## src/hdl/uwrap_pkg.sv

```systemverilog
`default_nettype none
// ----------------------------------------------------------------------------
// uwrap_pkg
// Shared types, codes and helper functions of the UTF-8 line wrapper.
// ----------------------------------------------------------------------------
package uwrap_pkg;

  // configuration register indexes
  localparam logic REG_MAX_WIDTH = 1'b0;
  localparam logic REG_FONT_SIZE = 1'b1;

  localparam int CFG_W        = 16;
  localparam int MAX_WIDTH_W  = 16;
  localparam int FONT_SIZE_W  = 10;
  localparam logic [FONT_SIZE_W-1:0] FONT_SIZE_RESET = 10'd12;

  localparam int JOB_DEPTH_DEF = 4;
  localparam int OUT_DEPTH_DEF = 4;

  localparam int CP_W  = 21;
  localparam int LW_W  = 17;
  localparam int X_W   = 18;
  localparam int ADV_W = 12;
  localparam int RECIP_W     = 19;
  localparam int RECIP_SHIFT = 25;
  localparam logic [RECIP_W-1:0] RECIP_100 = 19'd335545;
  localparam logic [X_W-1:0] ROUND_HALF = 18'd50;

  // job kinds between the decoder and the layout stage
  localparam logic [1:0] KIND_GLYPH = 2'd0;
  localparam logic [1:0] KIND_RAW   = 2'd1;
  localparam logic [1:0] KIND_END   = 2'd2;

  localparam logic [CP_W-1:0] CP_NUL    = 21'h00000;
  localparam logic [CP_W-1:0] CP_TAB    = 21'h00009;
  localparam logic [CP_W-1:0] CP_LF     = 21'h0000A;
  localparam logic [CP_W-1:0] CP_CR     = 21'h0000D;
  localparam logic [CP_W-1:0] CP_SPACE  = 21'h00020;
  localparam logic [CP_W-1:0] CP_ASCII  = 21'h00080;
  localparam logic [CP_W-1:0] CP_CJK_LO = 21'h02E80;
  localparam logic [CP_W-1:0] CP_CJK_HI = 21'h09FFF;
  localparam logic [CP_W-1:0] CP_CMP_LO = 21'h0F900;
  localparam logic [CP_W-1:0] CP_CMP_HI = 21'h0FAFF;
  localparam logic [CP_W-1:0] CP_EMOJI  = 21'h1F000;
  localparam logic [7:0] BYTE_LF = 8'h0A;

  localparam logic [7:0] PCT_TAB   = 8'd220;
  localparam logic [7:0] PCT_SPACE = 8'd35;
  localparam logic [7:0] PCT_DIGIT = 8'd56;
  localparam logic [7:0] PCT_PUNCT = 8'd45;
  localparam logic [7:0] PCT_UPPER = 8'd62;
  localparam logic [7:0] PCT_OTHER = 8'd56;
  localparam logic [7:0] PCT_WIDE  = 8'd100;
  localparam logic [7:0] PCT_EMOJI = 8'd110;
  localparam logic [7:0] PCT_REST  = 8'd75;

  typedef struct packed {
    logic [1:0]      kind;
    logic            end_step;
    logic [2:0]      len;
    logic [CP_W-1:0] cp;
    logic [3:0][7:0] bytes;
  } job_t;

  typedef struct packed {
    logic [7:0] data;
    logic       has;
    logic       brk;
    logic       done;
  } out_beat_t;

  function automatic logic [2:0] seq_len(input logic [7:0] b);
    logic [2:0] n;
    if (b[7:5] == 3'b110) n = 3'd2;
    else if (b[7:4] == 4'b1110) n = 3'd3;
    else if (b[7:3] == 5'b11110) n = 3'd4;
    else n = 3'd1;
    return n;
  endfunction

  function automatic logic [7:0] adv_pct(input logic [CP_W-1:0] cp);
    logic [7:0] p;
    if (cp == CP_TAB) p = PCT_TAB;
    else if (cp == CP_SPACE) p = PCT_SPACE;
    else if (cp < CP_ASCII) begin
      if (cp >= 21'h30 && cp <= 21'h39) p = PCT_DIGIT;
      else if ((cp >= 21'h21 && cp <= 21'h2F) || (cp >= 21'h3A && cp <= 21'h40) ||
               (cp >= 21'h5B && cp <= 21'h60) || (cp >= 21'h7B && cp <= 21'h7E))
        p = PCT_PUNCT;
      else if (cp >= 21'h41 && cp <= 21'h5A) p = PCT_UPPER;
      else p = PCT_OTHER;
    end else if ((cp >= CP_CJK_LO && cp <= CP_CJK_HI) ||
                 (cp >= CP_CMP_LO && cp <= CP_CMP_HI))
      p = PCT_WIDE;
    else if (cp >= CP_EMOJI) p = PCT_EMOJI;
    else p = PCT_REST;
    return p;
  endfunction

endpackage
`default_nettype wire

```

## src/hdl/uwrap_fifo.sv

```systemverilog
`default_nettype none
// ----------------------------------------------------------------------------
// uwrap_fifo
// Small register queue with first-word fall-through read.
// ----------------------------------------------------------------------------
module uwrap_fifo #(
  parameter int WIDTH = 8,
  parameter int DEPTH = 4
) (
  input  wire logic             clk,
  input  wire logic             rst,
  input  wire logic             push,
  input  wire logic [WIDTH-1:0] wdata,
  input  wire logic             pop,
  output logic      [WIDTH-1:0] rdata,
  output logic                  empty,
  output logic                  full
);
  localparam int PTR_W = (DEPTH > 1) ? $clog2(DEPTH) : 1;
  localparam int CNT_W = $clog2(DEPTH + 1);
  localparam logic [PTR_W-1:0] LAST = PTR_W'(DEPTH - 1);

  logic [WIDTH-1:0] mem [DEPTH];
  logic [PTR_W-1:0] wr_ptr;
  logic [PTR_W-1:0] rd_ptr;
  logic [CNT_W-1:0] count;
  logic             do_push;
  logic             do_pop;

  assign empty   = (count == '0);
  assign full    = (count == CNT_W'(DEPTH));
  assign do_push = push && !full;
  assign do_pop  = pop && !empty;
  assign rdata   = mem[rd_ptr];

  always_ff @(posedge clk) begin
    if (rst) begin
      wr_ptr <= '0;
      rd_ptr <= '0;
      count  <= '0;
    end else begin
      if (do_push) begin
        wr_ptr <= (wr_ptr == LAST) ? '0 : wr_ptr + PTR_W'(1);
      end
      if (do_pop) begin
        rd_ptr <= (rd_ptr == LAST) ? '0 : rd_ptr + PTR_W'(1);
      end
      if (do_push && !do_pop) begin
        count <= count + CNT_W'(1);
      end else if (do_pop && !do_push) begin
        count <= count - CNT_W'(1);
      end
    end
  end

  always_ff @(posedge clk) begin
    if (do_push) begin
      mem[wr_ptr] <= wdata;
    end
  end

endmodule
`default_nettype wire

```

## src/hdl/uwrap_front.sv

```systemverilog
`default_nettype none
// ----------------------------------------------------------------------------
// uwrap_front
// Accepts text bytes, assembles UTF-8 sequences and issues glyph, raw and end jobs.
// ----------------------------------------------------------------------------
module uwrap_front
  import uwrap_pkg::*;
(
  input  wire logic       clk,
  input  wire logic       rst,
  input  wire logic       in_push,
  input  wire logic [7:0] in_byte,
  input  wire logic       in_end,
  output logic            in_ready,
  input  wire logic       pass_thru,
  input  wire logic       job_full,
  output logic            job_push,
  output job_t            job
);
  logic            cur_valid;
  logic [7:0]      cur_byte;
  logic            cur_end;
  logic            tail;
  logic [2:0][7:0] pend;
  logic [1:0]      pcnt;
  logic            flushing;

  logic [2:0][7:0] pend_next;
  logic [1:0]      pcnt_next;
  logic            flushing_next;
  logic            job_req;
  logic            consumed;
  logic            finish;
  logic            go;
  logic            step_done;
  logic            cont;
  logic [2:0]      need;

  assign cont = (cur_byte[7:6] == 2'b10);
  assign need = seq_len(pend[0]);

  always_comb begin
    job_req       = 1'b0;
    job           = '0;
    job.kind      = KIND_GLYPH;
    job.len       = 3'd1;
    job.end_step  = cur_end;
    pend_next     = pend;
    pcnt_next     = pcnt;
    flushing_next = flushing;
    consumed      = 1'b0;
    finish        = 1'b0;
    if (tail) begin
      job_req = 1'b1;
      if (pcnt != 2'd0) begin
        job.cp       = {13'b0, pend[0]};
        job.bytes[0] = pend[0];
        pend_next[0] = pend[1];
        pend_next[1] = pend[2];
        pcnt_next    = pcnt - 2'd1;
      end else begin
        job.kind      = KIND_END;
        finish        = 1'b1;
        flushing_next = 1'b0;
      end
    end else if (pass_thru) begin
      job_req  = 1'b1;
      job.kind = KIND_RAW;
      if (pcnt != 2'd0) begin
        job.bytes[0] = pend[0];
        pend_next[0] = pend[1];
        pend_next[1] = pend[2];
        pcnt_next    = pcnt - 2'd1;
      end else begin
        job.bytes[0] = cur_byte;
        consumed     = 1'b1;
      end
    end else if (flushing || (pcnt != 2'd0 && !(cont && {1'b0, pcnt} < need))) begin
      // malformed sequence: held bytes leave one by one
      job_req       = 1'b1;
      job.cp        = {13'b0, pend[0]};
      job.bytes[0]  = pend[0];
      pend_next[0]  = pend[1];
      pend_next[1]  = pend[2];
      pcnt_next     = pcnt - 2'd1;
      flushing_next = (pcnt > 2'd1);
    end else if (pcnt != 2'd0) begin
      consumed = 1'b1;
      if ({1'b0, pcnt} + 3'd1 == need) begin
        job_req      = 1'b1;
        job.len      = need;
        job.bytes[0] = pend[0];
        pcnt_next    = 2'd0;
        case (need)
          3'd2: begin
            job.cp       = {10'b0, pend[0][4:0], cur_byte[5:0]};
            job.bytes[1] = cur_byte;
          end
          3'd3: begin
            job.cp       = {5'b0, pend[0][3:0], pend[1][5:0], cur_byte[5:0]};
            job.bytes[1] = pend[1];
            job.bytes[2] = cur_byte;
          end
          default: begin
            job.cp       = {pend[0][2:0], pend[1][5:0], pend[2][5:0], cur_byte[5:0]};
            job.bytes[1] = pend[1];
            job.bytes[2] = pend[2];
            job.bytes[3] = cur_byte;
          end
        endcase
      end else begin
        pend_next[pcnt] = cur_byte;
        pcnt_next       = pcnt + 2'd1;
      end
    end else begin
      consumed = 1'b1;
      if (seq_len(cur_byte) == 3'd1) begin
        job_req      = 1'b1;
        job.cp       = {13'b0, cur_byte};
        job.bytes[0] = cur_byte;
      end else begin
        pend_next[0] = cur_byte;
        pcnt_next    = 2'd1;
      end
    end
  end

  assign go        = cur_valid && (!job_req || !job_full);
  assign step_done = finish || (consumed && !cur_end);
  assign in_ready  = !cur_valid || (go && step_done);
  assign job_push  = go && job_req;

  always_ff @(posedge clk) begin
    if (rst) begin
      cur_valid <= 1'b0;
      tail      <= 1'b0;
      pcnt      <= 2'd0;
      flushing  <= 1'b0;
    end else begin
      if (go) begin
        pend     <= pend_next;
        pcnt     <= pcnt_next;
        flushing <= flushing_next;
        if (consumed && cur_end) begin
          tail <= 1'b1;
        end
        if (step_done) begin
          cur_valid <= 1'b0;
          tail      <= 1'b0;
        end
      end
      if (in_push && in_ready) begin
        cur_valid <= 1'b1;
        cur_byte  <= in_byte;
        cur_end   <= in_end;
        tail      <= 1'b0;
      end
    end
  end

endmodule
`default_nettype wire

```

## src/hdl/uwrap_back.sv

```systemverilog
`default_nettype none
// ----------------------------------------------------------------------------
// uwrap_back
// Computes glyph advances, tracks the line width and emits output beats.
// ----------------------------------------------------------------------------
module uwrap_back
  import uwrap_pkg::*;
(
  input  wire logic                   clk,
  input  wire logic                   rst,
  input  wire logic                   job_empty,
  input  wire job_t                   job,
  output logic                        job_pop,
  input  wire logic [MAX_WIDTH_W-1:0] max_width,
  input  wire logic [FONT_SIZE_W-1:0] font_size,
  input  wire logic                   out_full,
  output logic                        out_push,
  output out_beat_t                   out_beat
);
  localparam int QP_W = X_W + RECIP_W;

  // advance: scale stage
  logic [FONT_SIZE_W-1:0] scale;
  logic [X_W-1:0]         prod;
  logic [X_W-1:0]         x_d;
  logic                   b_valid;
  job_t                   b_job;
  logic [X_W-1:0]         b_x;
  logic [QP_W-1:0]        qprod;
  logic [ADV_W-1:0]       adv_d;
  logic                   b_move;

  // layout stage
  logic             c_valid;
  job_t             c_job;
  logic [ADV_W-1:0] c_adv;
  logic [2:0]       c_idx;
  logic [2:0]       c_nb;
  logic             c_brk;
  logic             c_lf;
  logic [LW_W-1:0]  line_width;
  logic             stopped;
  logic             hold_valid;
  out_beat_t        hold;

  logic             first;
  logic [LW_W:0]    sum;
  logic             f_skip;
  logic             f_lf;
  logic             f_brk;
  logic [2:0]       f_nb;
  logic [2:0]       d_nb;
  logic             d_brk;
  logic             d_lf;
  logic [2:0]       sel;
  out_beat_t        beat;
  logic             is_end;
  logic             is_raw;
  logic             need_out;
  logic             stall;
  logic             last;
  logic             c_go;
  logic             c_done;

  assign scale = (font_size == '0) ? FONT_SIZE_W'(1) : font_size;
  assign prod  = {{(X_W-FONT_SIZE_W){1'b0}}, scale} * {{(X_W-8){1'b0}}, adv_pct(job.cp)};
  assign x_d   = prod + ROUND_HALF;

  // divide by 100 through the reciprocal
  assign qprod = {{RECIP_W{1'b0}}, b_x} * {{X_W{1'b0}}, RECIP_100};
  assign adv_d = qprod[RECIP_SHIFT +: ADV_W];

  assign is_end = (c_job.kind == KIND_END);
  assign is_raw = (c_job.kind == KIND_RAW);
  assign first  = (c_idx == 3'd0);
  assign sum    = {1'b0, line_width} + {{(LW_W+1-ADV_W){1'b0}}, c_adv};
  assign f_skip = stopped || (c_job.cp == CP_NUL) || (c_job.cp == CP_CR);
  assign f_lf   = (c_job.cp == CP_LF);
  assign f_brk  = (line_width != '0) &&
                  (sum > {{(LW_W+1-MAX_WIDTH_W){1'b0}}, max_width});
  assign f_nb   = f_skip ? 3'd0 : (f_lf ? 3'd1 : c_job.len + {2'b0, f_brk});
  assign d_nb   = first ? f_nb : c_nb;
  assign d_brk  = first ? f_brk : c_brk;
  assign d_lf   = first ? f_lf : c_lf;
  assign sel    = c_idx - {2'b0, d_brk};

  always_comb begin
    beat      = '0;
    beat.has  = 1'b1;
    if (is_raw) begin
      beat.data = c_job.bytes[0];
    end else if (d_lf) begin
      beat.data = BYTE_LF;
    end else if (d_brk && first) begin
      beat.data = BYTE_LF;
      beat.brk  = 1'b1;
    end else begin
      beat.data = c_job.bytes[sel[1:0]];
    end
  end

  assign need_out = is_end || is_raw || (d_nb != 3'd0);
  assign stall    = need_out && out_full;
  assign last     = is_end || is_raw || (d_nb == 3'd0) || (c_idx == d_nb - 3'd1);
  assign c_go     = c_valid && !stall;
  assign c_done   = c_go && last;
  assign b_move   = b_valid && (!c_valid || c_done);
  assign job_pop  = !job_empty && (!b_valid || b_move);

  // beats of a final step pass through the hold register so the last one can be marked
  always_comb begin
    out_push = 1'b0;
    out_beat = beat;
    if (c_go) begin
      if (is_end) begin
        out_push = 1'b1;
        if (hold_valid) begin
          out_beat = hold;
        end else begin
          out_beat = '0;
        end
        out_beat.done = 1'b1;
      end else if (need_out) begin
        if (c_job.end_step) begin
          out_push = hold_valid;
          out_beat = hold;
        end else begin
          out_push = 1'b1;
        end
      end
    end
  end

  always_ff @(posedge clk) begin
    if (rst) begin
      b_valid    <= 1'b0;
      c_valid    <= 1'b0;
      line_width <= '0;
      stopped    <= 1'b0;
      hold_valid <= 1'b0;
    end else begin
      if (c_go) begin
        if (is_end) begin
          line_width <= '0;
          stopped    <= 1'b0;
          hold_valid <= 1'b0;
        end else begin
          if (first && c_job.kind == KIND_GLYPH) begin
            c_nb  <= f_nb;
            c_brk <= f_brk;
            c_lf  <= f_lf;
            if (!stopped && c_job.cp == CP_NUL) begin
              stopped <= 1'b1;
            end
            if (!f_skip) begin
              if (f_lf) begin
                line_width <= '0;
              end else if (f_brk) begin
                line_width <= {{(LW_W-ADV_W){1'b0}}, c_adv};
              end else begin
                line_width <= sum[LW_W-1:0];
              end
            end
          end
          if (need_out && c_job.end_step) begin
            hold       <= beat;
            hold_valid <= 1'b1;
          end
          if (!last) begin
            c_idx <= c_idx + 3'd1;
          end
        end
      end
      if (b_move) begin
        c_valid <= 1'b1;
        c_job   <= b_job;
        c_adv   <= adv_d;
        c_idx   <= 3'd0;
      end else if (c_done) begin
        c_valid <= 1'b0;
      end
      if (job_pop) begin
        b_valid <= 1'b1;
        b_job   <= job;
        b_x     <= x_d;
      end else if (b_move) begin
        b_valid <= 1'b0;
      end
    end
  end

endmodule
`default_nettype wire

```

## src/hdl/utf8_text_line_wrapper.sv

```systemverilog
`default_nettype none
// Path: a byte that yields one beat passes the input register, job queue, advance
// stage, layout stage and result queue on its way to the result side.
// Throughput: one byte per cycle while each byte yields at most one beat and the
// result queue has room; every further beat, held byte of a broken sequence and end
// of text holds the input back in the decoder or the layout stage.
// Reset: synchronous, clears queues and text state; max_width 0, font_size 12.
// ----------------------------------------------------------------------------
// utf8_text_line_wrapper
// Greedy line wrapper for a UTF-8 byte stream with queue-style ports.
// ----------------------------------------------------------------------------
module utf8_text_line_wrapper
  import uwrap_pkg::*;
#(
  parameter int JOB_DEPTH = JOB_DEPTH_DEF,
  parameter int OUT_DEPTH = OUT_DEPTH_DEF
) (
  input  wire logic             clk,
  input  wire logic             rst,
  input  wire logic             push,
  output logic                  full,
  input  wire logic [7:0]       text_byte,
  input  wire logic             end_of_text,
  output logic                  empty,
  input  wire logic             pop,
  output logic      [7:0]       out_byte,
  output logic                  has_byte,
  output logic                  inserted_break,
  output logic                  text_done,
  input  wire logic             cfg_write,
  input  wire logic             cfg_index,
  input  wire logic [CFG_W-1:0] cfg_data
);
  logic [MAX_WIDTH_W-1:0] max_width;
  logic [FONT_SIZE_W-1:0] font_size;

  logic      in_ready;
  logic      job_push;
  job_t      job_in;
  job_t      job_head;
  logic      job_pop;
  logic      job_empty;
  logic      job_full;
  logic      out_push;
  out_beat_t out_beat;
  logic      out_full;
  out_beat_t out_head;

  always_ff @(posedge clk) begin
    if (rst) begin
      max_width <= '0;
      font_size <= FONT_SIZE_RESET;
    end else if (cfg_write) begin
      case (cfg_index)
        REG_MAX_WIDTH: max_width <= cfg_data[MAX_WIDTH_W-1:0];
        REG_FONT_SIZE: font_size <= cfg_data[FONT_SIZE_W-1:0];
        default: ;
      endcase
    end
  end

  assign full = !in_ready;

  uwrap_front u_front (
    .clk       (clk),
    .rst       (rst),
    .in_push   (push),
    .in_byte   (text_byte),
    .in_end    (end_of_text),
    .in_ready  (in_ready),
    .pass_thru (max_width == '0),
    .job_full  (job_full),
    .job_push  (job_push),
    .job       (job_in)
  );

  uwrap_fifo #(
    .WIDTH ($bits(job_t)),
    .DEPTH (JOB_DEPTH)
  ) u_job_q (
    .clk   (clk),
    .rst   (rst),
    .push  (job_push),
    .wdata (job_in),
    .pop   (job_pop),
    .rdata (job_head),
    .empty (job_empty),
    .full  (job_full)
  );

  uwrap_back u_back (
    .clk       (clk),
    .rst       (rst),
    .job_empty (job_empty),
    .job       (job_head),
    .job_pop   (job_pop),
    .max_width (max_width),
    .font_size (font_size),
    .out_full  (out_full),
    .out_push  (out_push),
    .out_beat  (out_beat)
  );

  uwrap_fifo #(
    .WIDTH ($bits(out_beat_t)),
    .DEPTH (OUT_DEPTH)
  ) u_out_q (
    .clk   (clk),
    .rst   (rst),
    .push  (out_push),
    .wdata (out_beat),
    .pop   (pop),
    .rdata (out_head),
    .empty (empty),
    .full  (out_full)
  );

  assign out_byte       = out_head.data;
  assign has_byte       = out_head.has;
  assign inserted_break = out_head.brk;
  assign text_done      = out_head.done;

`ifndef SYNTHESIS
  // a bare end marker only closes a text
  a_marker_done: assert property (@(posedge clk) disable iff (rst)
    (!empty && !has_byte) |-> (text_done && out_byte == 8'h00 && !inserted_break))
    else $error("bare beat without end of text");

  // an inserted break is always a newline byte
  a_break_lf: assert property (@(posedge clk) disable iff (rst)
    (!empty && inserted_break) |-> (has_byte && out_byte == BYTE_LF))
    else $error("inserted break is not a newline");

  // the result queue comes out of reset empty and no job is pushed
  a_reset_empty: assert property (@(posedge clk)
    rst |=> (empty && !job_push))
    else $error("result queue not empty after reset");
`endif

endmodule
`default_nettype wire

```

## config.mk

```make
export PLATFORM = sky130hd
export DESIGN_NAME = utf8_text_line_wrapper
export DESIGN_NICKNAME = d
export VERILOG_FILES = /design/src/hdl/uwrap_pkg.sv /design/src/hdl/uwrap_fifo.sv /design/src/hdl/uwrap_front.sv /design/src/hdl/uwrap_back.sv /design/src/hdl/utf8_text_line_wrapper.sv
export SDC_FILE = /design/constraint.sdc
export NUM_CORES = 1
export LEC_CHECK = 0
export BUFFER_PORTS_ARGS = -buffer_cell sky130_fd_sc_hd__buf_2
export CAP_MARGIN = 20
export CORE_AREA = 2 2 303 305
export CTS_BUF_LIST = sky130_fd_sc_hd__clkbuf_4 sky130_fd_sc_hd__clkbuf_8 sky130_fd_sc_hd__clkbuf_16
export CTS_CLUSTER_SIZE = 20
export DETAILED_ROUTE_END_ITERATION = 12
export DIE_AREA = 0 0 305 307
export PLACE_DENSITY = 0.56
export SLEW_MARGIN = 20
export SYNTH_ARGS = -nofsm -noshare
export SYNTH_HDL_FRONTEND = slang
export SYNTH_SLANG_ARGS = --single-unit
```

## constraint.sdc

```tcl
create_clock -name clk -period 11 [get_ports clk]
set_clock_uncertainty 0.1 [all_clocks]
set_input_delay 2.2 -clock clk [delete_from_list [all_inputs] [get_ports clk]]
set_output_delay 2.2 -clock clk [all_outputs]
set_load 0.005 [all_outputs]
```

### After elaboration in Yosys (flattened, before gate mapping)

Memories as Yosys holds them, arrays and structs flattened. A register that Yosys moved wholly into a read port is not among the register bits.
Index checks and enable logic that the tools add are counted.

* add/sub/neg operators: 17
* $mul: 2
* div/mod/pow operators: 0
* magnitude comparators: 24
* eq/ne operators: 32
* shifts and indexed selects: 0
* muxes and demuxes: 139
* bitwise gates (word level): 7
* reduce and logical (&&, ||, !) cells: 112

Operator list (number)
* $mux W8: 25
* $mux W17: 5
* $le A21 B7 Y1 const B: 4
* $mux W16: 5
* $mux W24: 3
* $mux W3: 24
* $eq A21 B4 Y1 const B: 3
* $ge A21 B6 Y1 const B: 3
* $ge A21 B7 Y1 const B: 3
* $mux W21: 3
* $mux W56: 1
* $mux W11: 5
* $mux W48: 1
* $mux W1: 43
* $le A21 B16 Y1 const B: 2
* $le A21 B6 Y1 const B: 2
* $pmux W21 S2: 1
* $mul A18 B19 Y37 const B: 1
* $logic_and A1 B1 Y1: 35
* $mux W2: 17
* $reduce_bool A2 Y1: 13
* $bwmux W24: 1
* $reduce_and A4 Y1: 6
* $eq A21 B6 Y1 const B: 1
* 52 further kinds: 126

* bits in registers: 264
* latch bits: 0
* bits in writable memories: 280
* ROM bits: 0
* input bits: 31
* output and inout port bits: 13
* word-level logic and storage cells: 381
* memories: 2

Memory list
* u_job_q.mem: depth 4, bits a word 59, rd ports 1, clocked after memory_dff 1, wr ports 1, RTL line uwrap_fifo.sv:23 `logic [WIDTH-1:0] mem [DEPTH];`
* u_out_q.mem: depth 4, bits a word 11, rd ports 1, clocked after memory_dff 1, wr ports 1, RTL line uwrap_fifo.sv:23

### Logic depth before layout (Yosys ltp)

Gate-level depths: netlist of the first run.

* depth in word-level cells: 27
* depth in mapped cells: 36
* depth with buffers taken out: 34

### Modules after synthesis

From an unflattened synthesis of the first run, not the netlist that was laid out.

* cell total of the unflattened synthesis: 2425
* area total of the unflattened synthesis: 31440.2 um^2

By module, submodules not included
* uwrap_back: instances 1, cells an instance 1458, area an instance 16343.2 um^2, seq. area each 5375.2 um^2
* uwrap_fifo at u_job_q: instances 1, cells an instance 359, area an instance 8997.4 um^2, seq. area each 7267.0 um^2
* uwrap_front: instances 1, cells an instance 379, area an instance 3065.4 um^2, seq. area each 1091.0 um^2
* uwrap_fifo at u_out_q: instances 1, cells an instance 107, area an instance 2073.2 um^2, seq. area each 1501.4 um^2
* utf8_text_line_wrapper: instances 1, cells an instance 122, area an instance 960.9 um^2, seq. area each 520.5 um^2

### Worst setup path after synthesis of the first run

Ideal clock, no wire load.

* path type: reg2reg
* start: reg u_back.c_adv[0]
* end: reg u_back.b_job[0] in the netlist's numbering (enable)
* library setup time: 0.513 ns
* arrival time: 8.754 ns
* required time: 10.387 ns
* slack: 1.633 ns
* cell stages (with the launch flop): 29
* path buffers: 2
* clock period less this slack: 9.367 ns
* path through: edfxtp_1 > ha_1 > fa_1 > a211oi_1 > o21bai_1 > a211oi_1 > nor2_1 > xnor2_1 > ha_1 > nor2b_1 > o21ai_0 > a21oi_1 > o31ai_1 > and2_1 > buf_2 > buf_2 > inv_1 > ha_1 > a31oi_1 > o31ai_1 > inv_1 > ha_1 > ha_1 > xnor2_1 > nor2_1 > o22ai_1 > a211oi_1 > inv_1 > nor2_1

* word-level cells in the longest chain between the ends: 18
* elaborated cells between the ends (all ways): 23
* those cells by class: add/sub: 3; order compare: 1; eq/ne: 1; mux: 3; reduce/logical: 15

RTL lines
* start: declaration: RTL line uwrap_back.sv:36 `logic [ADV_W-1:0] c_adv;`
* start signal: assignment: RTL line uwrap_back.sv:177 `c_adv <= adv_d;`
* $add A17 B12 Y18 *: RTL line uwrap_back.sv:76 `assign sum = {1'b0, line_width} + {{(LW_W+1-ADV_W){1'b0}}, c_adv};`
* $gt A18 B16 Y1 *: RTL line uwrap_back.sv:80 `(sum > {{(LW_W+1-MAX_WIDTH_W){1'b0}}, max_width});`
* $logic_and A1 B1 Y1 *: RTL line uwrap_back.sv:79 `assign f_brk = (line_width != '0) &&`
* via u_back.f_brk: RTL line uwrap_back.sv:50 `logic f_brk;`
* $add A3 B1 Y3 *: RTL line uwrap_back.sv:81 `assign f_nb = f_skip ? 3'd0 : (f_lf ? 3'd1 : c_job.len + {2'b0, f_brk});`
* $mux W3 * (2 in series): RTL line uwrap_back.sv:81
* $mux W3 *: RTL line uwrap_back.sv:82 `assign d_nb = first ? f_nb : c_nb;`
* branches (longest 5 deep; another with $sub A3 B1 Y3)
* $logic_and A1 B1 Y1 *: RTL line uwrap_back.sv:106 `assign c_done = c_go && last;`
* $logic_or A1 B1 Y1 *: RTL line uwrap_back.sv:107 `assign b_move = b_valid && (!c_valid || c_done);`
* $logic_and A1 B1 Y1 *: RTL line uwrap_back.sv:107
* $logic_or A1 B1 Y1 *: RTL line uwrap_back.sv:108 `assign job_pop = !job_empty && (!b_valid || b_move);`
* $logic_and A1 B1 Y1 *: RTL line uwrap_back.sv:108
* $reduce_and A2 Y1 (no source line) *
* end signal: assignment: RTL line uwrap_back.sv:184 `b_job <= job;`
* end: declaration: RTL line uwrap_back.sv:27 `job_t b_job;`

Mark *: on every way through the listed nets, which the timed path passes.
A chain may end at the register's enable or synchronous reset.

### Worst setup path after layout of the first run

* start: reg u_back.c_adv[0]
* end: reg u_back.c_job[23] in the netlist's numbering (enable)

* word-level cells in the longest chain between the ends: 16
* elaborated cells between the ends (all ways): 21
* those cells by class: add/sub: 3; order compare: 1; eq/ne: 1; mux: 3; reduce/logical: 13

RTL lines
* $add A17 B12 Y18 *: RTL line uwrap_back.sv:76
* $gt A18 B16 Y1 *: RTL line uwrap_back.sv:80
* $logic_and A1 B1 Y1 *: RTL line uwrap_back.sv:79
* via u_back.f_brk: RTL line uwrap_back.sv:50
* $add A3 B1 Y3 *: RTL line uwrap_back.sv:81
* $mux W3 * (2 in series): RTL line uwrap_back.sv:81
* $mux W3 *: RTL line uwrap_back.sv:82
* branches (longest 5 deep; another with $sub A3 B1 Y3)
* $logic_and A1 B1 Y1 *: RTL line uwrap_back.sv:106
* $logic_or A1 B1 Y1 *: RTL line uwrap_back.sv:107
* $logic_and A1 B1 Y1 *: RTL line uwrap_back.sv:107
* $reduce_and A2 Y1 (no source line) *
* end signal: assignment: RTL line uwrap_back.sv:176 `c_job <= b_job;`
* end: declaration: RTL line uwrap_back.sv:35 `job_t c_job;`

Marks and branches as above.

==> results.json, run 1 <==
{
  "core_um2": 90700,
  "reg2reg_depth": 26,
  "synth-seq-area-share_pct": 50.3,
  "dp.final_hpwl_um": 50600,
  "min_to": "u_back.c_job[30]",
  "arrival_ns": 8.70,
  "cts_made_buffers": 57,
  "post-synth-top-area-cell": "edfxtp_1",
  "die_area_um2": 93600,
  "end_kind": "flip-flop",
  "drc": 0,
  "die_h_um": 307,
  "synth_top_area_share_pct": 45.8,
  "clk_latency_ns": 0.61,
  "grt_setup_unrepaired": "no",
  "finalSetupViolations": 0,
  "gp_congestion": 0.912,
  "first_pass_iters": 5,
  "io_pins": 44,
  "fmax_mhz": 117,
  "start_kind": "flip-flop",
  "hold_viol": 0,
  "yosysUniqueCellTypes": 82,
  "post_drt_wl_per_cell_um": 18.7,
  "drtAntennaViolNets": 0,
  "hold_start": "u_back.b_job[30]",
  "die_w_um": 305,
  "synth-warning-count": 0,
  "setup_ws_ns": 2.44,
  "dp.cells": 3586,
  "async_reset_ff_share_pct": 0,
  "drv_cap": 0,
  "placementRows": 111,
  "synth_area_um2": 31300,
  "hold_path_depth": 0,
  "r2r-end": "u_back.c_job[23]",
  "layout-drive-gt1-share_pct": 11.3,
  "initial_core_util_pct": 34.5,
  "postCtsSetupRepairBufs": 0,
  "post-route-min-period_ns": 8.56,
  "drv_slew": 0,
  "first_global_vias": 19858,
  "slew-limit-headroom_pct": 29.6,
  "cts_tree": "built",
  "portBuffers": 43,
  "grt_first_pass_wirelength_um": 111000,
  "synth.avg_cell_area_um2": 13.0,
  "cts.repair.resized": 0,
  "dp_worst_setup_slack_ns": 2.03,
  "clk_pin_slew_ns": 0.06,
  "hold_path.class": "reg -> reg",
  "nNetsFinal": 2911,
  "antenna_found_initial": 1,
  "syn-instance-count": 2418,
  "reg2reg_from": "u_back.c_adv[0]",
  "n_antenna_cell": 0,
  "track_usage_pct": 14.9,
  "synth_area_leaders": "edfxtp_1 46%, fa_1 11%, ha_1 9.9%, mux4_2 5.6%, dfxtp_1 4.5%",
  "grt_max_degree": 78,
  "crit_required_ns": 11.14,
  "setup_tns_ns": 0,
  "hold_buffers": 0,
  "htree_levels": 2,
  "synth_ff_type": "edfxtp_1",
  "clock-sinks": 548,
  "clk_path_buf_depth": 3,
  "vias_per_cell": 5.08,
  "layout.cells.non_filler": 3692,
  "syn_to_final_growth_pct": 10.8,
  "wirelength_um": 69200,
  "ys_seq_elements": 548,
  "outcome": "finished clean",
  "cts_root_buf": "clkbuf_16",
  "finalCritPeriodShare_pct": 77.9,
  "crit_type": "reg -> reg",
  "critPathMaxFanout": 36,
  "worstMarginPinSlew_ns": 1.05,
  "detail_route.iter0.violations": 1367,
  "r2r_slack_ns": 2.44,
  "synth-edff-count": 478,
  "grt_overflow": 0,
  "dr_total_vias": 18765
}
## state kept, by name (all words and copies together) (netlist names), 2 cells and up, named ones only
name / count
u_back.c_nb: 3
u_back.c_idx: 3
max_width: 16
u_back.b_job: 59
u_job_q.mem: 236
u_front.cur_byte: 8
u_job_q.rd_ptr: 2
u_out_q.wr_ptr: 2
font_size: 10
u_out_q.mem: 44
u_front.pend: 24
u_front.pcnt: 2
u_out_q.rd_ptr: 2
u_job_q.count: 3
u_back.hold: 9
u_back.b_x: 18
u_back.c_adv: 12
u_back.line_width: 17
u_job_q.wr_ptr: 2
u_back.c_job: 59
u_out_q.count: 3
## worst max-delay path by stage
| stage | start | end | slack, ns | depth (start not counted) |
|---|---|---|---|---|
| after floorplan | u_back.c_adv[0] | u_back.b_job[0] | 1.63 | 28 |
| after global placement | u_back.c_adv[0] | u_back.c_job[12] | 2.40 | 26 |
| after detailed placement | u_back.c_adv[0] | u_back.c_job[23] | 2.03 | 26 |
| after CTS | u_back.c_adv[0] | u_back.c_job[16] | 1.97 | 26 |
| after global routing | u_back.c_adv[0] | u_back.c_job[23] | 1.77 | 27 |
| final | u_back.c_adv[0] | u_back.c_job[23] | 2.44 | 26 |
## synthesized netlist by cell type (all sizes together), types with 4 or more instances
cell	n
a211oi	12
a21o	12
a21oi	112
a221o	4
a22o	18
a22oi	10
a311oi	5
a31o	8
a31oi	18
a32oi	22
and2	69
and3	17
buf	31
clkbuf	49
dfxtp	70
edfxtp	478
fa	172
ha	249
inv	324
mux2i	23
mux4	78
nand2	187
nand2b	21
nand3	26
nand3b	6
nand4	7
nor2	105
nor2b	27
nor3	29
nor4	22
o2111ai	4
o211ai	8
o21a	8
o21ai	60
o21bai	4
o22ai	9
o31ai	6
o41ai	4
or2	7
or3	15
xnor2	32
xor2	14
## stage by stage
step	util, %	hold WS (ns)	cell area [um^2]
floorplan	-	0.300	31300
global placement	36.2	0.308	32800
detailed placement	36.2	0.305	32800
CTS	38.3	0.317	34700
global route	38.3	0.319	34700
finish	38.3	0.315	34700
## kinds of logic after synthesis
group | Yosys count | synth area share (%)
AOI/OAI and AO/OA | 348 | 7.46
xor gates and xnor gates | 46 | 1.29
adders and majority gates | 421 | 20.9
buffers and inverters | 404 | 5.00
DFF | 548 | 50.3
muxes | 103 | 6.41
other | 1 | 0.0120
and+or+nand+nor | 547 | 8.60
## critical path, cell delays in order (launching register included)
cell	delay, ns
edfxtp_1	0.38
ha_1	0.23
fa_1	0.43
a211oi_1	0.37
o21bai_1	0.15
a211oi_1	0.52
nor2_1	0.18
xnor2_1	0.17
ha_1	0.30
nor2b_1	0.13
o21ai_0	0.14
a21oi_1	0.09
o31ai_1	0.55
and2_2	0.66
inv_1	0.16
ha_1	0.33
a31oi_1	0.05
o31ai_1	0.38
inv_1	0.09
ha_1	0.21
ha_1	0.30
xnor2_1	0.15
nor2_1	0.16
nand2b_1	0.08
a31oi_1	0.41
nor2b_4	0.91
buf_4	0.53
## routing by layer
metal  track usage, %  share of wire [%]  up-vias
met3             2.27                5.4       88
met2             24.5                 47      494
met5                0              0.026        -
li1                 -                  -     8747
met1             20.6                 46     9434
met4             4.08                2.2        2
## cells in the final DEF (no fill, tap or decap), types with 26 or more instances in the layout
master | synthesis | final
edfxtp_1 | 478 | 478
inv_1 | 323 | 323
ha_1 | 249 | 249
nand2_1 | 187 | 187
fa_1 | 172 | 172
a21oi_1 | 110 | 110
nor2_1 | 102 | 101
mux4_2 | 78 | 78
dfxtp_1 | 70 | 68
and2_1 | 69 | 64
o21ai_0 | 59 | 59
clkbuf_16 | 0 | 59
buf_2 | 9 | 43
xnor2_1 | 32 | 32
nand3_1 | 26 | 26
## layout make-up
| type | instances | area [um^2] |
|---|---|---|
| clock inverter | 31 | 259 |
| sequential | 548 | 15800 |
| fill | 8524 | 56000 |
| timing repair buffer | 59 | 335 |
| tap | 1186 | 1480 |
| clock buffer | 75 | 1600 |
| multi-input combinational | 1469 | 14100 |
| inverter | 324 | 1220 |
Power of run 1 is left out: the tool's default activity adds up to more than one toggle a clock period on the data nets, which glitch-free logic cannot reach.
==> run 2, diff against run 1 <==
--- a/config.mk
+++ b/config.mk
@@ -12,7 +12,7 @@
 export CTS_CLUSTER_SIZE = 20
 export DETAILED_ROUTE_END_ITERATION = 12
 export DIE_AREA = 0 0 305 307
-export PLACE_DENSITY = 0.56
+export PLACE_DENSITY = 0.58
 export SLEW_MARGIN = 20
 export SYNTH_ARGS = -nofsm -noshare
 export SYNTH_HDL_FRONTEND = slang
==> constraint.sdc (replaced) <==
create_clock -name clk -period 6.92 [get_ports clk]
set_clock_uncertainty 0.1 [all_clocks]
set_input_delay 1.384 -clock clk [delete_from_list [all_inputs] [get_ports clk]]
set_output_delay 1.384 -clock clk [all_outputs]
set_load 0.005 [all_outputs]
==> results.json, run 2 (synthesized netlist as in run 1, its figures left out) <==
{
  "drtAntennaViolNets": 0,
  "drv_cap": 0,
  "die_area_um2": 93600,
  "drv_slew": 0,
  "htree_levels": 2,
  "grt_use_met2_pct": 24.7,
  "clock-sinks": 548,
  "grt_overflow": 0,
  "crit_required_ns": 7.37,
  "die_h_um": 307,
  "antenna_found_initial": 0,
  "largest_register_ffs": 236,
  "crit_slowest_cell": "fa_1",
  "layout-drive-gt1-share_pct": 15.0,
  "cts_root_buf": "clkbuf_16",
  "io_pins": 44,
  "n_antenna_cell": 0,
  "hold_path_depth": 0,
  "grt_max_degree": 78,
  "first_pass_iters": 5,
  "cts_made_buffers": 55,
  "layout.cells.non_filler": 3757,
  "clk_pin_slew_ns": 0.06,
  "r2r-end": "u_job_q.count[2]",
  "largest_registers": "u_job_q.mem x236, u_back.b_job x59, u_back.c_job x59",
  "hold_viol": 0,
  "min_to": "u_back.c_job[45]",
  "layout_common_cells": "478 x edfxtp_1, 322 x inv_1, 243 x ha_1",
  "die_w_um": 305,
  "clk_path_buf_depth": 3,
  "final_common_cell": "edfxtp_1",
  "fin_util_pct": 39.2,
  "end_kind": "flip-flop",
  "first_global_vias": 20062,
  "clk_latency_ns": 0.61,
  "gp_congestion": 0.900,
  "initial_core_util_pct": 34.5,
  "cp_common_cell": "ha_1",
  "cts_tree": "built",
  "regMostFlops": "u_job_q.mem",
  "placementRows": 111,
  "track_usage_pct": 14.8,
  "start_kind": "flip-flop",
  "drc": 0,
  "hold_path.class": "reg -> reg",
  "detail_route.iter0.violations": 1689,
  "reg2reg_depth": 32,
  "critPathMaxFanout": 3,
  "arrival_ns": 7.14,
  "fmax_mhz": 149,
  "vias_per_cell": 5.04,
  "portBuffers": 43,
  "max_stage_delay_ns": 0.42,
  "busiest_layer": "met2",
  "finalCritPeriodShare_pct": 96.7,
  "worstMarginPinSlew_ns": 0.996,
  "crit_type": "reg -> reg",
  "dp.final_hpwl_um": 50900,
  "wirelength_um": 68500,
  "grt_setup_unrepaired": "yes",
  "dr_total_vias": 18950,
  "hold_start": "u_back.b_job[45]",
  "grt_first_pass_wirelength_um": 111000,
  "use_met3_pct": 2.12,
  "hold_buffers": 0,
  "nNetsFinal": 2978,
  "dp.cells": 3633,
  "syn_to_final_growth_pct": 13.5,
  "r2r_slack_ns": 0.23,
  "reg2reg_from": "u_back.c_adv[0]",
  "core_um2": 90700,
  "finalSetupViolations": 0,
  "post_drt_wl_per_cell_um": 18.2,
  "post-route-min-period_ns": 6.69,
  "met1_usage_pct": 20.6,
  "slew-limit-headroom_pct": 33.3,
  "outcome": "finished clean"
}
## run 2: worst max-delay path, delay by kind of cell, from the launching register on
family,cells,cell delay (ns)
xor+xnor,3,0.51
fa+ha+maj,9,2.49
flops,1,0.41
simple gates,6,0.99
mux,1,0.09
buf+inv,4,0.28
compound gates,9,1.74
## run 2: metal layers
layer | wire [um] | part of all wire (%)
met5 | 0 | 0
met4 | 1220 | 1.8
met3 | 3330 | 4.9
met2 | 32500 | 48
met1 | 31400 | 46
## run 2: timing repair
| action | in CTS | in global routing |
|---|---|---|
| pin swaps | 6 | 16 |
| endpoints found under the setup margin | 3 | 205 |
| buffers inserted | 6 | 16 |
| resized for setup | 3 | 42 |
## run 2: how the worst max path moves through the flow
stage          slack, ns       startpoint  depth (start not counted)                to
3_3_place_gp        0.07  u_back.c_adv[0]                         31  u_job_q.count[2]
4_1_cts            0.001  u_back.c_adv[0]                         32  u_job_q.count[2]
5_1_grt            -0.08  u_back.c_adv[0]                         32  u_job_q.count[2]
3_5_place_dp       -0.08  u_back.c_adv[5]                         34  u_job_q.count[2]
6_report            0.23  u_back.c_adv[0]                         32  u_job_q.count[2]
2_1_floorplan       0.01  u_back.c_adv[0]                         30   u_back.b_job[0]
## run 2: stage by stage
stage	hold WS, ns	instance area, um^2	setup TNS [ns]	worst slack [ns]
floorplan	0.300	31400	0	0.0120
global placement	0.304	33300	0	0.0721
detailed placement	0.306	33300	-0.0845	-0.0817
CTS	0.320	35300	0	0.00128
global route	0.325	35600	-0.112	-0.0763
finish	0.317	35600	0	0.227
## run 2: cell type report
cell class | instances | area, um^2
well taps | 1186 | 1480
clock inverters | 35 | 450
multi-input cells | 1469 | 14300
flip-flops and latches | 548 | 15800
fillers | 8494 | 55100
clock buffers | 67 | 1480
inverters | 324 | 1220
repair buffers | 128 | 907
Power of run 2 is left out for the same reason.
